### config.mk
export PLATFORM = sky130hd
export DESIGN_NAME = keyed_saturating_count_table
export DESIGN_NICKNAME = d
export VERILOG_FILES = /design/src/rtl/ksct_pkg.sv /design/src/rtl/ksct_lookup.sv /design/src/rtl/ksct_exec.sv /design/src/rtl/keyed_saturating_count_table.sv
export VERILOG_INCLUDE_DIRS = /design/src /design/src/rtl
export SDC_FILE = /design/constraint.sdc
export NUM_CORES = 1
export LEC_CHECK = 0
export ABC_CLOCK_PERIOD_IN_PS = 12280
export BUFFER_PORTS_ARGS = -buffer_cell sky130_fd_sc_hd__buf_2
export CAP_MARGIN = 0
export CORE_ASPECT_RATIO = 0.7
export CORE_MARGIN = 2
export CORE_UTILIZATION = 45
export DETAILED_ROUTE_END_ITERATION = 10
export PLACE_DENSITY = 0.67
export SLEW_MARGIN = 20
export SYNTH_ARGS = -nofsm -noshare
export SYNTH_HDL_FRONTEND = slang
export SYNTH_SLANG_ARGS = --single-unit
### constraint.sdc
create_clock -name clk -period 12.28 [get_ports clk]
set_input_delay 0.614 -clock clk [delete_from_list [all_inputs] [get_ports clk]]
set_output_delay 0.614 -clock clk [all_outputs]
set_load 0.02 [all_outputs]
### src/rtl/keyed_saturating_count_table_assert.svh
// assertion macros for the keyed saturating count table rtl
`ifndef KEYED_SATURATING_COUNT_TABLE_ASSERT_SVH
`define KEYED_SATURATING_COUNT_TABLE_ASSERT_SVH

`ifndef SYNTH

// condition that holds at every clock edge out of reset
`define KSCT_ASSERT_ALWAYS(label, cond) \
  label: assert property (@(posedge clk) disable iff (!rst_n) (cond)) \
    else $error("ksct assertion failed: always");

// consequent holds in the cycle after the antecedent
`define KSCT_ASSERT_NEXT(label, ante, cons) \
  label: assert property (@(posedge clk) disable iff (!rst_n) (ante) |=> (cons)) \
    else $error("ksct assertion failed: next cycle");

// consequent holds in the same cycle as the antecedent
`define KSCT_ASSERT_SAME(label, ante, cons) \
  label: assert property (@(posedge clk) disable iff (!rst_n) (ante) |-> (cons)) \
    else $error("ksct assertion failed: same cycle");

`else

`define KSCT_ASSERT_ALWAYS(label, cond)
`define KSCT_ASSERT_NEXT(label, ante, cons)
`define KSCT_ASSERT_SAME(label, ante, cons)

`endif

`endif

### src/rtl/ksct_pkg.sv
// types and constants of the keyed saturating count table
package ksct_pkg;

  localparam int KEY_W  = 8;
  localparam int CNT_W  = 8;
  localparam int USED_W = 4;

  localparam logic [CNT_W-1:0]  COUNT_MAX = 8'd255;
  localparam logic [USED_W-1:0] USED_MAX  = 4'd15;

  // code three is unused and behaves as a query
  typedef enum logic [1:0] {
    OP_ADD    = 2'd0,
    OP_REMOVE = 2'd1,
    OP_QUERY  = 2'd2
  } opcode_t;

  // summary flags of one table lookup
  typedef struct packed {
    logic hit;
    logic free_found;
  } lookup_flags_t;

endpackage

### src/rtl/ksct_lookup.sv
// parallel key compare, first match, first free slot and slots in use
module ksct_lookup
  import ksct_pkg::*;
#(
  parameter int SLOT_COUNT = 8
) (
  input  logic [SLOT_COUNT-1:0][KEY_W-1:0] slot_keys,
  input  logic [SLOT_COUNT-1:0][CNT_W-1:0] slot_counts,
  input  logic [KEY_W-1:0]                 key,
  output logic [SLOT_COUNT-1:0]            hit_oh,
  output logic [SLOT_COUNT-1:0]            free_oh,
  output lookup_flags_t                    flags,
  output logic [CNT_W-1:0]                 hit_count,
  output logic [USED_W-1:0]                used_count
);

  localparam int SUM_W = ($clog2(SLOT_COUNT + 1) > USED_W) ? $clog2(SLOT_COUNT + 1) : USED_W;

  logic [SUM_W-1:0] used_sum;

  always_comb begin
    logic seen_hit;
    logic seen_free;
    seen_hit   = 1'b0;
    seen_free  = 1'b0;
    hit_oh     = '0;
    free_oh    = '0;
    hit_count  = '0;
    used_sum   = '0;
    for (int i = 0; i < SLOT_COUNT; i++) begin
      // key zero never matches
      if (key != '0 && slot_keys[i] == key && !seen_hit) begin
        hit_oh[i] = 1'b1;
        seen_hit  = 1'b1;
      end
      if ((slot_keys[i] == '0 || slot_counts[i] == '0) && !seen_free) begin
        free_oh[i] = 1'b1;
        seen_free  = 1'b1;
      end
      hit_count = hit_count | (slot_counts[i] & {CNT_W{hit_oh[i]}});
      used_sum  = used_sum + SUM_W'(slot_keys[i] != '0 && slot_counts[i] != '0);
    end
    flags.hit        = seen_hit;
    flags.free_found = seen_free;
  end

  assign used_count = (used_sum > SUM_W'(USED_MAX)) ? USED_MAX : used_sum[USED_W-1:0];

endmodule

### src/rtl/ksct_exec.sv
// add and remove arithmetic and next table contents for one request
module ksct_exec
  import ksct_pkg::*;
#(
  parameter int SLOT_COUNT = 8
) (
  input  opcode_t                          op,
  input  logic [KEY_W-1:0]                 key,
  input  logic [CNT_W-1:0]                 amount,
  input  logic                             key_known,
  input  logic [SLOT_COUNT-1:0][KEY_W-1:0] slot_keys,
  input  logic [SLOT_COUNT-1:0][CNT_W-1:0] slot_counts,
  input  logic [SLOT_COUNT-1:0]            hit_oh,
  input  logic [SLOT_COUNT-1:0]            free_oh,
  input  lookup_flags_t                    flags,
  input  logic [CNT_W-1:0]                 hit_count,
  output logic [SLOT_COUNT-1:0][KEY_W-1:0] slot_keys_nxt,
  output logic [SLOT_COUNT-1:0][CNT_W-1:0] slot_counts_nxt,
  output logic [CNT_W-1:0]                 added,
  output logic                             removed_ok
);

  logic                  add_go;
  logic [SLOT_COUNT-1:0] add_oh;
  logic [CNT_W-1:0]      add_base;
  logic [CNT_W-1:0]      add_room;
  logic [CNT_W-1:0]      add_amt;
  logic                  rem_go;
  logic [CNT_W-1:0]      rem_cnt;

  // add goes to the matching slot, else claims the first free one at count zero
  assign add_go   = (op == OP_ADD) && (amount != '0) && (key != '0) && key_known &&
                    (flags.hit || flags.free_found);
  assign add_oh   = flags.hit ? hit_oh : free_oh;
  assign add_base = flags.hit ? hit_count : '0;
  assign add_room = COUNT_MAX - add_base;
  assign add_amt  = (amount <= add_room) ? amount : add_room;

  // remove is all or nothing
  assign rem_go  = (op == OP_REMOVE) && (amount != '0) && flags.hit && (hit_count >= amount);
  assign rem_cnt = hit_count - amount;

  always_comb begin
    slot_keys_nxt   = slot_keys;
    slot_counts_nxt = slot_counts;
    for (int i = 0; i < SLOT_COUNT; i++) begin
      if (add_go && add_oh[i]) begin
        slot_keys_nxt[i]   = key;
        slot_counts_nxt[i] = add_base + add_amt;
      end
      if (rem_go && hit_oh[i]) begin
        slot_counts_nxt[i] = rem_cnt;
        if (rem_cnt == '0) begin
          slot_keys_nxt[i] = '0;
        end
      end
    end
  end

  assign added      = add_go ? add_amt : '0;
  assign removed_ok = rem_go;

endmodule

### src/rtl/keyed_saturating_count_table.sv
// keyed saturating count table: top level with input, table and result registers
//
//   channel | dir | handshake          | payload
//   --------+-----+--------------------+------------------------------------------
//   in_     | in  | tvalid / tready    | tdata: item_key, amount; tuser: opcode, key_known
//   out_    | out | tvalid / tready    | tdata: added, removed_ok, held_count, slots_used
//
// one request per cycle while out_tready stays high; a request passes through the input
// register, then one pass of lookup, update and re-lookup, into the result register
// the table registers and the result register are written in the same cycle, so each
// request sees every earlier one; no clearing pass, reset clears the table at once
// a stalled result holds the table still; the input register takes one more request,
// then in_tready drops until the result is transferred
module keyed_saturating_count_table
  import ksct_pkg::*;
#(
  parameter int SLOT_COUNT = 8
) (
  input  logic        clk,
  input  logic        rst_n,
  input  logic        in_tvalid,
  output logic        in_tready,
  input  logic [15:0] in_tdata,   // item_key[7:0], amount[15:8]
  input  logic [2:0]  in_tuser,   // opcode[1:0], key_known[2]
  output logic        out_tvalid,
  input  logic        out_tready,
  output logic [23:0] out_tdata   // added[7:0], removed_ok[8], held_count[16:9],
                                  // slots_used[20:17], zero[23:21]
);

`include "keyed_saturating_count_table_assert.svh"

  // input register
  logic             in_valid_r;
  opcode_t          in_op_r;
  logic [KEY_W-1:0] in_key_r;
  logic [CNT_W-1:0] in_amount_r;
  logic             in_known_r;

  // table
  logic [SLOT_COUNT-1:0][KEY_W-1:0] slot_keys_r;
  logic [SLOT_COUNT-1:0][CNT_W-1:0] slot_counts_r;
  logic [SLOT_COUNT-1:0][KEY_W-1:0] slot_keys_nxt;
  logic [SLOT_COUNT-1:0][CNT_W-1:0] slot_counts_nxt;

  // result register
  logic              out_valid_r;
  logic [CNT_W-1:0]  out_added_r;
  logic              out_removed_ok_r;
  logic [CNT_W-1:0]  out_held_r;
  logic [USED_W-1:0] out_used_r;

  // lookup before the update
  logic [SLOT_COUNT-1:0] pre_hit_oh;
  logic [SLOT_COUNT-1:0] pre_free_oh;
  lookup_flags_t         pre_flags;
  logic [CNT_W-1:0]      pre_hit_count;

  // lookup after the update gives the reported count and occupancy
  logic [CNT_W-1:0]  post_held;
  logic [USED_W-1:0] post_used;

  logic [CNT_W-1:0] exec_added;
  logic             exec_removed_ok;

  logic advance;

  // occupancy consistency vectors, checked below
  logic [SLOT_COUNT-1:0] slot_key_nz;
  logic [SLOT_COUNT-1:0] slot_cnt_nz;

  // the input register moves into the result register when that one is free or drains
  assign advance   = in_valid_r && (!out_valid_r || out_tready);
  assign in_tready = !in_valid_r || advance;

  always_ff @(posedge clk) begin
    if (!rst_n) begin
      in_valid_r <= 1'b0;
    end else if (in_tready) begin
      in_valid_r <= in_tvalid;
    end
  end

  // payload loads on every transfer
  always_ff @(posedge clk) begin
    if (in_tvalid && in_tready) begin
      in_op_r     <= opcode_t'(in_tuser[1:0]);
      in_known_r  <= in_tuser[2];
      in_key_r    <= in_tdata[7:0];
      in_amount_r <= in_tdata[15:8];
    end
  end

  ksct_lookup #(
    .SLOT_COUNT (SLOT_COUNT)
  ) u_lookup_pre (
    .slot_keys   (slot_keys_r),
    .slot_counts (slot_counts_r),
    .key         (in_key_r),
    .hit_oh      (pre_hit_oh),
    .free_oh     (pre_free_oh),
    .flags       (pre_flags),
    .hit_count   (pre_hit_count),
    .used_count  ()
  );

  ksct_exec #(
    .SLOT_COUNT (SLOT_COUNT)
  ) u_exec (
    .op              (in_op_r),
    .key             (in_key_r),
    .amount          (in_amount_r),
    .key_known       (in_known_r),
    .slot_keys       (slot_keys_r),
    .slot_counts     (slot_counts_r),
    .hit_oh          (pre_hit_oh),
    .free_oh         (pre_free_oh),
    .flags           (pre_flags),
    .hit_count       (pre_hit_count),
    .slot_keys_nxt   (slot_keys_nxt),
    .slot_counts_nxt (slot_counts_nxt),
    .added           (exec_added),
    .removed_ok      (exec_removed_ok)
  );

  ksct_lookup #(
    .SLOT_COUNT (SLOT_COUNT)
  ) u_lookup_post (
    .slot_keys   (slot_keys_nxt),
    .slot_counts (slot_counts_nxt),
    .key         (in_key_r),
    .hit_oh      (),
    .free_oh     (),
    .flags       (),
    .hit_count   (post_held),
    .used_count  (post_used)
  );

  // table state: cleared by reset, written once per request
  always_ff @(posedge clk) begin
    if (!rst_n) begin
      slot_keys_r   <= '0;
      slot_counts_r <= '0;
    end else if (advance) begin
      slot_keys_r   <= slot_keys_nxt;
      slot_counts_r <= slot_counts_nxt;
    end
  end

  always_ff @(posedge clk) begin
    if (!rst_n) begin
      out_valid_r <= 1'b0;
    end else if (advance) begin
      out_valid_r <= 1'b1;
    end else if (out_tready) begin
      out_valid_r <= 1'b0;
    end
  end

  always_ff @(posedge clk) begin
    if (advance) begin
      out_added_r      <= exec_added;
      out_removed_ok_r <= exec_removed_ok;
      out_held_r       <= post_held;
      out_used_r       <= post_used;
    end
  end

  assign out_tvalid = out_valid_r;
  assign out_tdata  = {3'b000, out_used_r, out_held_r, out_removed_ok_r, out_added_r};

  always_comb begin
    for (int i = 0; i < SLOT_COUNT; i++) begin
      slot_key_nz[i] = (slot_keys_r[i] != '0);
      slot_cnt_nz[i] = (slot_counts_r[i] != '0);
    end
  end

  // a slot holds a key exactly when it holds a nonzero count
  `KSCT_ASSERT_ALWAYS(a_key_count_paired, slot_key_nz == slot_cnt_nz)
  // one request cannot both add and remove
  `KSCT_ASSERT_SAME(a_add_xor_remove, out_valid_r, !(out_removed_ok_r && (out_added_r != '0)))
  // occupancy never exceeds the table size
  `KSCT_ASSERT_SAME(a_used_bound, out_valid_r, 32'(out_used_r) <= 32'(SLOT_COUNT))
  // a stalled result freezes the table
  `KSCT_ASSERT_NEXT(a_stall_holds_table, out_valid_r && !out_tready,
                    $stable(slot_counts_r) && $stable(slot_keys_r))

endmodule

Word level (Yosys, flattened, before mapping)
Cells that the tools add are included.

operators by class
  $add $sub $neg = 10
  magnitude comparators = 3
  eq/ne operators = 17
  muxes and demuxes = 89
  bitwise operators = 30
  reductions and logical operators = 141

operators with widths
  operator                                                               count
  8-bit two-way mux                                                      43
  8-bit nonzero test                                                     18
  8-bit zero test                                                        17
  8-bit AND                                                              16
  8-bit equality test                                                    16
  8-bit OR                                                               14
  1-bit logical AND                                                      70
  1-bit two-way mux                                                      46
  4-bit by 1-bit adder with 4-bit output                                 6
  1-bit zero test                                                        23
  1-bit logical OR                                                       11
  8-bit adder                                                            1
  8-bit >= comparator                                                    1
  8-bit less-or-equal comparator                                         1
  8-bit subtractor                                                       1
  8-bit subtractor, first input constant                                 1
  4-bit greater-than comparator, second input constant                   1
  1-bit by 1-bit adder with 2-bit output                                 1
  2-bit by 1-bit equality test with 1-bit output, second input constant  1
  2-bit zero test                                                        1
  2-bit nonzero test                                                     1

storage, ports and cells
  flip-flop bits (word level) = 170
  input bits = 23
  output and inout port bits = 26
  logic and storage cells = 316

Logic depth before layout (Yosys ltp)
  depth in word-level cells = 56
  depth in mapped cells = 43
  depth with buffers taken out = 39

Cells and area by module
Synthesis repeated with hierarchy kept, for this count alone.

unflattened totals
  cell total of the unflattened synthesis = 1807
  area, all modules = 13972.2 um^2

by module, submodules not included
  module                        instances  cells each  area each (um^2)  sequential area each (um^2)
  keyed_saturating_count_table  1          610         6458.7            3803.6
  ksct_lookup                   2          279         1926.8            0.0
  ksct_exec                     1          639         3659.8            0.0

Worst setup path before layout
OpenSTA, ideal clock, no wires.

  path type = flip-flop to flip-flop
  from = reg in_key_r[7]
  to = reg out_used_r[2], data pin
  library setup time = 0.258 ns
  arrival time = 8.822 ns
  required time = 12.022 ns
  path slack = 3.200 ns
  cell stages (with the launch flop) = 41
  buffers on the path = 5
  period minus slack after synthesis = 9.080 ns
  cell sequence = edfxtp_1 > buf_2 > nor4_1 > nand2_1 > buf_2 > buf_2 > and2_1 > buf_2 > a22oi_1 > nor2_1 > a221o_1 > a221oi_1 > nand3_1 > ha_1 > a21o_1 > a21o_1 > a21o_1 > nor2b_1 > [5 not listed] > inv_1 > fa_1 > nand2b_1 > o2111ai_1 > a21oi_1 > or3_1 > clkbuf_1 > a21oi_1 > a41oi_1 > a21o_1 > ha_1 > inv_1 > fa_1 > inv_1 > fa_1 > fa_1 > fa_1 > xor2_1

between the ends
  word-level cells in the longest chain between the ends = 43
  elaborated cells between the ends (all ways) = 164
  classes of those cells = add/sub (10); order compare (3); eq/ne (8); mux (58); bitwise (15); reduce/logical (70)

RTL lines
  what                                                              RTL line                             text
  start, declared                                                   keyed_saturating_count_table.sv:36   logic [KEY_W-1:0] in_key_r;
  start signal, assigned                                            keyed_saturating_count_table.sv:89   in_key_r <= in_tdata[7:0];
  8-bit equality test / 8-bit nonzero test (equally long branches)  ksct_lookup.sv:32                    if (key != '0 && slot_keys[i] == key && !seen_hit) begin
  1-bit logical AND                                                 ksct_lookup.sv:32
  1-bit two-way mux                                                 ksct_lookup.sv:32
  1-bit zero test                                                   ksct_lookup.sv:32
  1-bit logical AND                                                 ksct_lookup.sv:32
  1-bit two-way mux                                                 ksct_lookup.sv:32
  1-bit zero test                                                   ksct_lookup.sv:32
  1-bit logical AND                                                 ksct_lookup.sv:32
  [22 not listed]                                                   -
  via u_exec.add_amt[0]                                             ksct_exec.sv:27                      logic [CNT_W-1:0] add_amt;
  [2 not listed]                                                    -
  8-bit two-way mux                                                 ksct_exec.sv:51                      if (rem_go && hit_oh[i]) begin
  8-bit nonzero test                                                ksct_lookup.sv:41                    used_sum = used_sum + SUM_W'(slot_keys[i] != '0 && slot_counts[i] != '0);
  1-bit logical AND                                                 ksct_lookup.sv:41
  1-bit by 1-bit adder with 2-bit output                            ksct_lookup.sv:41
  4-bit by 1-bit adder with 4-bit output (5 in a row)               ksct_lookup.sv:41
  4-bit by 1-bit adder with 4-bit output *                          ksct_lookup.sv:41
  via u_lookup_post.used_sum[2]                                     ksct_lookup.sv:19                    logic [SUM_W-1:0] used_sum;
  4-bit greater-than comparator                                     ksct_lookup.sv:47                    assign used_count = (used_sum > SUM_W'(USED_MAX)) ? USED_MAX : used_sum[USED_W-1:0];
  end signal, assigned                                              keyed_saturating_count_table.sv:165  out_used_r <= post_used;
  end, declared                                                     keyed_saturating_count_table.sv:51   logic [USED_W-1:0] out_used_r;

The timed path passes the listed nets; every way through them passes the cells marked *.
A chain may end at the register's enable or synchronous reset.

Final worst setup path
Same ends and word-level chain as after synthesis.

==> reports/results.env <==
RUN_STATUS='completed'
SYNTH_EDF_COUNT=40
SLEW_HEADROOM=0.314
NETLIST_TOP_CELLS_AREA='dfxtp_1 22%, edfxtp_1 10%, nor2_1 6.9%, nand2_1 5.3%, a22oi_1 4.7%'
CRITPATHMAXSTAGEDELAY_NS=0.96
MULTI_INPUT_AREA_MM2=0.00752
CRITICAL_PATH.SLOWEST_CELL='edfxtp_1'
YOSYS_MOST_USED_DFF='dfxtp_1'
AREA.SEQUENTIAL_MM2=0.00380
SYNTH_COMPOUND_GATE_AREA_SHARE=0.261
SYN-MEAN-INSTANCE-AREA_UM2=7.81
POWER-PER-CELL-AREA_mW_PER_MM2=103
SYNTH_TOP_FAMILY_BY_AREA='simple AND/OR/NAND/NOR gates'
ANTENNA_LEFT=0
CELL_VARIETY_AFTER_SYNTH=98
MAX-VDD-IR-DROP_V=0.0000943
CRITPATHMAXFANOUT=20
SYNTHESIS.YOSYS.WARNINGS=0
DRV.MAX_CAP_VIOLATION_COUNT=0
DIE_AREA_MM2=0.0276
SYN_TO_FINAL_GROWTH_PCT=8.62
DETAILED_PLACE.AREA_MM2=0.0123
SYNTH_SEQUENTIAL_AREA_RATIO=0.321
DRC=0
SYNTHESIZED_INSTANCE_COUNT=1515
SYNTHDOMINANTAREACELLTYPE='dfxtp_1'
VIA_COUNT_OF_THE_FIRST_GLOBAL_ROUTING_PASS=11063
TIMING.FINAL.WS_SETUP_NS=0.766
CRIT_PATH_FREQUENT_CELL='fa_1'
POSTCTSSETUPREPAIRBUFS=0
HOLD_PATH.CLASS='input pin to flop'
REPORT.FINAL.SETUP_VIOL=0
FINAL_DESIGN_AREA_NO_FILL_MM2=0.0129
PLACEMENT_ROWS=49
SYNTHARSTFLOPSHARE=0
POST_SYNTH_FA_HA_MAJ_AREA_FRACTION=0.0355
SETUP.WORST_PATH.START_CLASS='flop'
WL_UM=46500
BOUNDARYPINS=49
SYNTH.MOST_COMMON_CELL='nor2_1'
GRT_SETUP_UNREPAIRED='false'
CTS-ROOT-TO-SINK-BUFFERS=2
PERIOD_SHARE=0.938
H-TREE-DEPTH=4
SYNTH_COMMON_CELLS='218 x nor2_1, 167 x nand2_1, 130 x dfxtp_1'
HPWLAFTERDP_UM=34600
DIODES=0
GRT_FIRST_PASS_WIRELENGTH_UM=69700
ARRIVAL_NS=11.73
TOTAL_LEAKAGE_POWER_nW=4.88
CORE_REGION_AREA_MM2=0.0257
SYN_AREA_MM2=0.0118
DRT_PASS1_ITERATIONS=6
CLK_PIN_SLEW_WORST_PATHS_NS=0.07
SYNTH_XOR_XNOR_AREA_SHARE=0.0511
TRITONCTS.NUM_BUFFERS=17
FILLER_CELLS=2514
GP_CONGESTION=0.999
INITIAL_CORE_UTIL=0.460
DR.FIRST_ITER.DRC_COUNT=1841
GLOBAL_ROUTE.OVERFLOW_TOTAL=0
TRITONCTS_NUM_SINKS=170
SKEW_NS=0.0101
FINALNONFILLERCELLS=1857
CTS-RESIZED-GATES=0
SYNTH.TOP_CELL.AREA_SHARE=0.220
CLOCK_TREE_FROM_TRITONCTS='built'
PLACE_WS_NS=1.34
TIMING.SETUP.CRITICAL_PATH_CLASS='flop to flop'
YOSYS.AREA_SHARE.SIMPLE=0.273
SYNTH.FF_LATCH_COUNT=170
PERIOD_NEEDED_NS=11.51
CLK_LATENCY_NS=0.46
TIGHTEST_SLEW_NS=1.01
FIN_HOLD_WS_NS=0.322
FIN_SETUP_TNS_NS=0
GRT.TOTAL_USAGE=0.339
CRIT_REQUIRED_NS=12.50
REPORT.POWER.TOTAL_mW=1.32
YOSYS-MUX-AREA-FRACTION=0.0123
GRT_START_MAX_NET_PINS=78
FLOORPLAN.DIE.WIDTH_UM=198
TIMING_HOLD_VIOLATIONS_FINAL=0
DIE_HEIGHT_UM=140
POST-PLACE-CELLS=1825
BUFFER_PORTS.INSERTED=45
ANTENNA_FOUND_INITIAL=0
FMAX_GHz=0.0869
FINAL_NETS=1566
SETUP.WORST_PATH.END_CLASS='flop'
DRT-WIRELENGTH-PER-CELL_UM=25.0
CTS-ROOT-BUF='clkbuf_16'
POST-ROUTE-UTIL=0.499
DRT-VIAS-PER-INSTANCE=6.68
DRV_SLEW=0
POST_CTS_HOLD_BUFFER_COUNT=0
DRIVE_ABOVE_1_SHARE=0.0990
VIA_COUNT=12409
[flip-flops by register name, summed over array words and instances (netlist names)]
| register | cells |
|---|---|
| in_key_r | 8 |
| out_used_r | 4 |
| out_removed_ok_r | 1 |
| slot_counts_r | 64 |
| in_valid_r | 1 |
| in_amount_r | 8 |
| out_held_r | 8 |
| in_known_r | 1 |
| in_op_r | 2 |
| out_added_r | 8 |
| slot_keys_r | 64 |
| out_tvalid | 1 |
[worst max-delay path, delay by kind of cell, from the launching register on]
kind / cells / cell delay [ns]
flops: 1 / 0.96
compound gates: 13 / 3.94
fa+ha+maj: 8 / 3.21
simple gates: 10 / 2.42
xor+xnor: 2 / 0.37
buf+inv: 4 / 0.38
[cell usage in the layout, fill, tap and decap left out, types with 22 or more instances in the layout]
cell type | netlist | routed
xor2_1 | 39 | 39
nand3_1 | 59 | 59
nand4_1 | 22 | 22
edfxtp_1 | 40 | 40
buf_4 | 6 | 27
nand2_1 | 167 | 167
a31oi_1 | 22 | 22
a21oi_1 | 90 | 90
nor4_1 | 48 | 48
xnor2_1 | 30 | 30
o21a_1 | 22 | 22
nor2_1 | 218 | 218
dfxtp_1 | 130 | 130
ha_1 | 24 | 24
a22oi_1 | 74 | 74
o21ai_0 | 53 | 52
a211oi_1 | 31 | 30
inv_1 | 30 | 29
buf_2 | 22 | 45
nor3_1 | 29 | 29
[where the power goes]
part | switching [mW] | internal, mW
Sequential | 0.0217 | 0.588
Clock | 0.246 | 0.292
Combinational | 0.123 | 0.0538
Total | 0.391 | 0.934
[metal layers]
metal	routed length (um)	vias to the layer above	global-route usage
met4	1300	0	0.104
li1	-	5611	-
met5	0	-	0
met3	6410	110	0.129
met2	18700	761	0.476
met1	20000	5927	0.478
[final timing paths]
kind	start	endpoint	slack, ns	depth (start not counted)
hold / removal	in_tdata[5]	in_key_r[5]$_DFFE_PP_	0.32	1
setup / recovery	in_key_r[7]$_DFFE_PP_	out_used_r[2]$_DFFE_PP_	0.77	37
hold reg to reg	slot_keys_r[56]$_SDFFE_PN0P_	slot_keys_r[56]$_SDFFE_PN0P_	0.49	2
setup reg to reg	in_key_r[7]$_DFFE_PP_	out_used_r[2]$_DFFE_PP_	0.77	37
[cell type report]
type                    count  share of cell area
clock buffers              19              0.0353
clock inverters            13             0.00886
flip-flops and latches    170               0.296
well taps                 331              0.0322
multi-input cells        1220               0.585
inverters                  32             0.00954
repair buffers             72              0.0333
[cells by family (layout without fill, tap and decap cells)]
logic type	after synthesis	count (layout)
compound gates	445	445
xor+xnor	69	69
flops	170	170
fa+ha+maj	30	30
other cells	1	3
mux	14	14
buf+inv	127	136
simple gates	659	659
(Power assumes the default switching activity.)
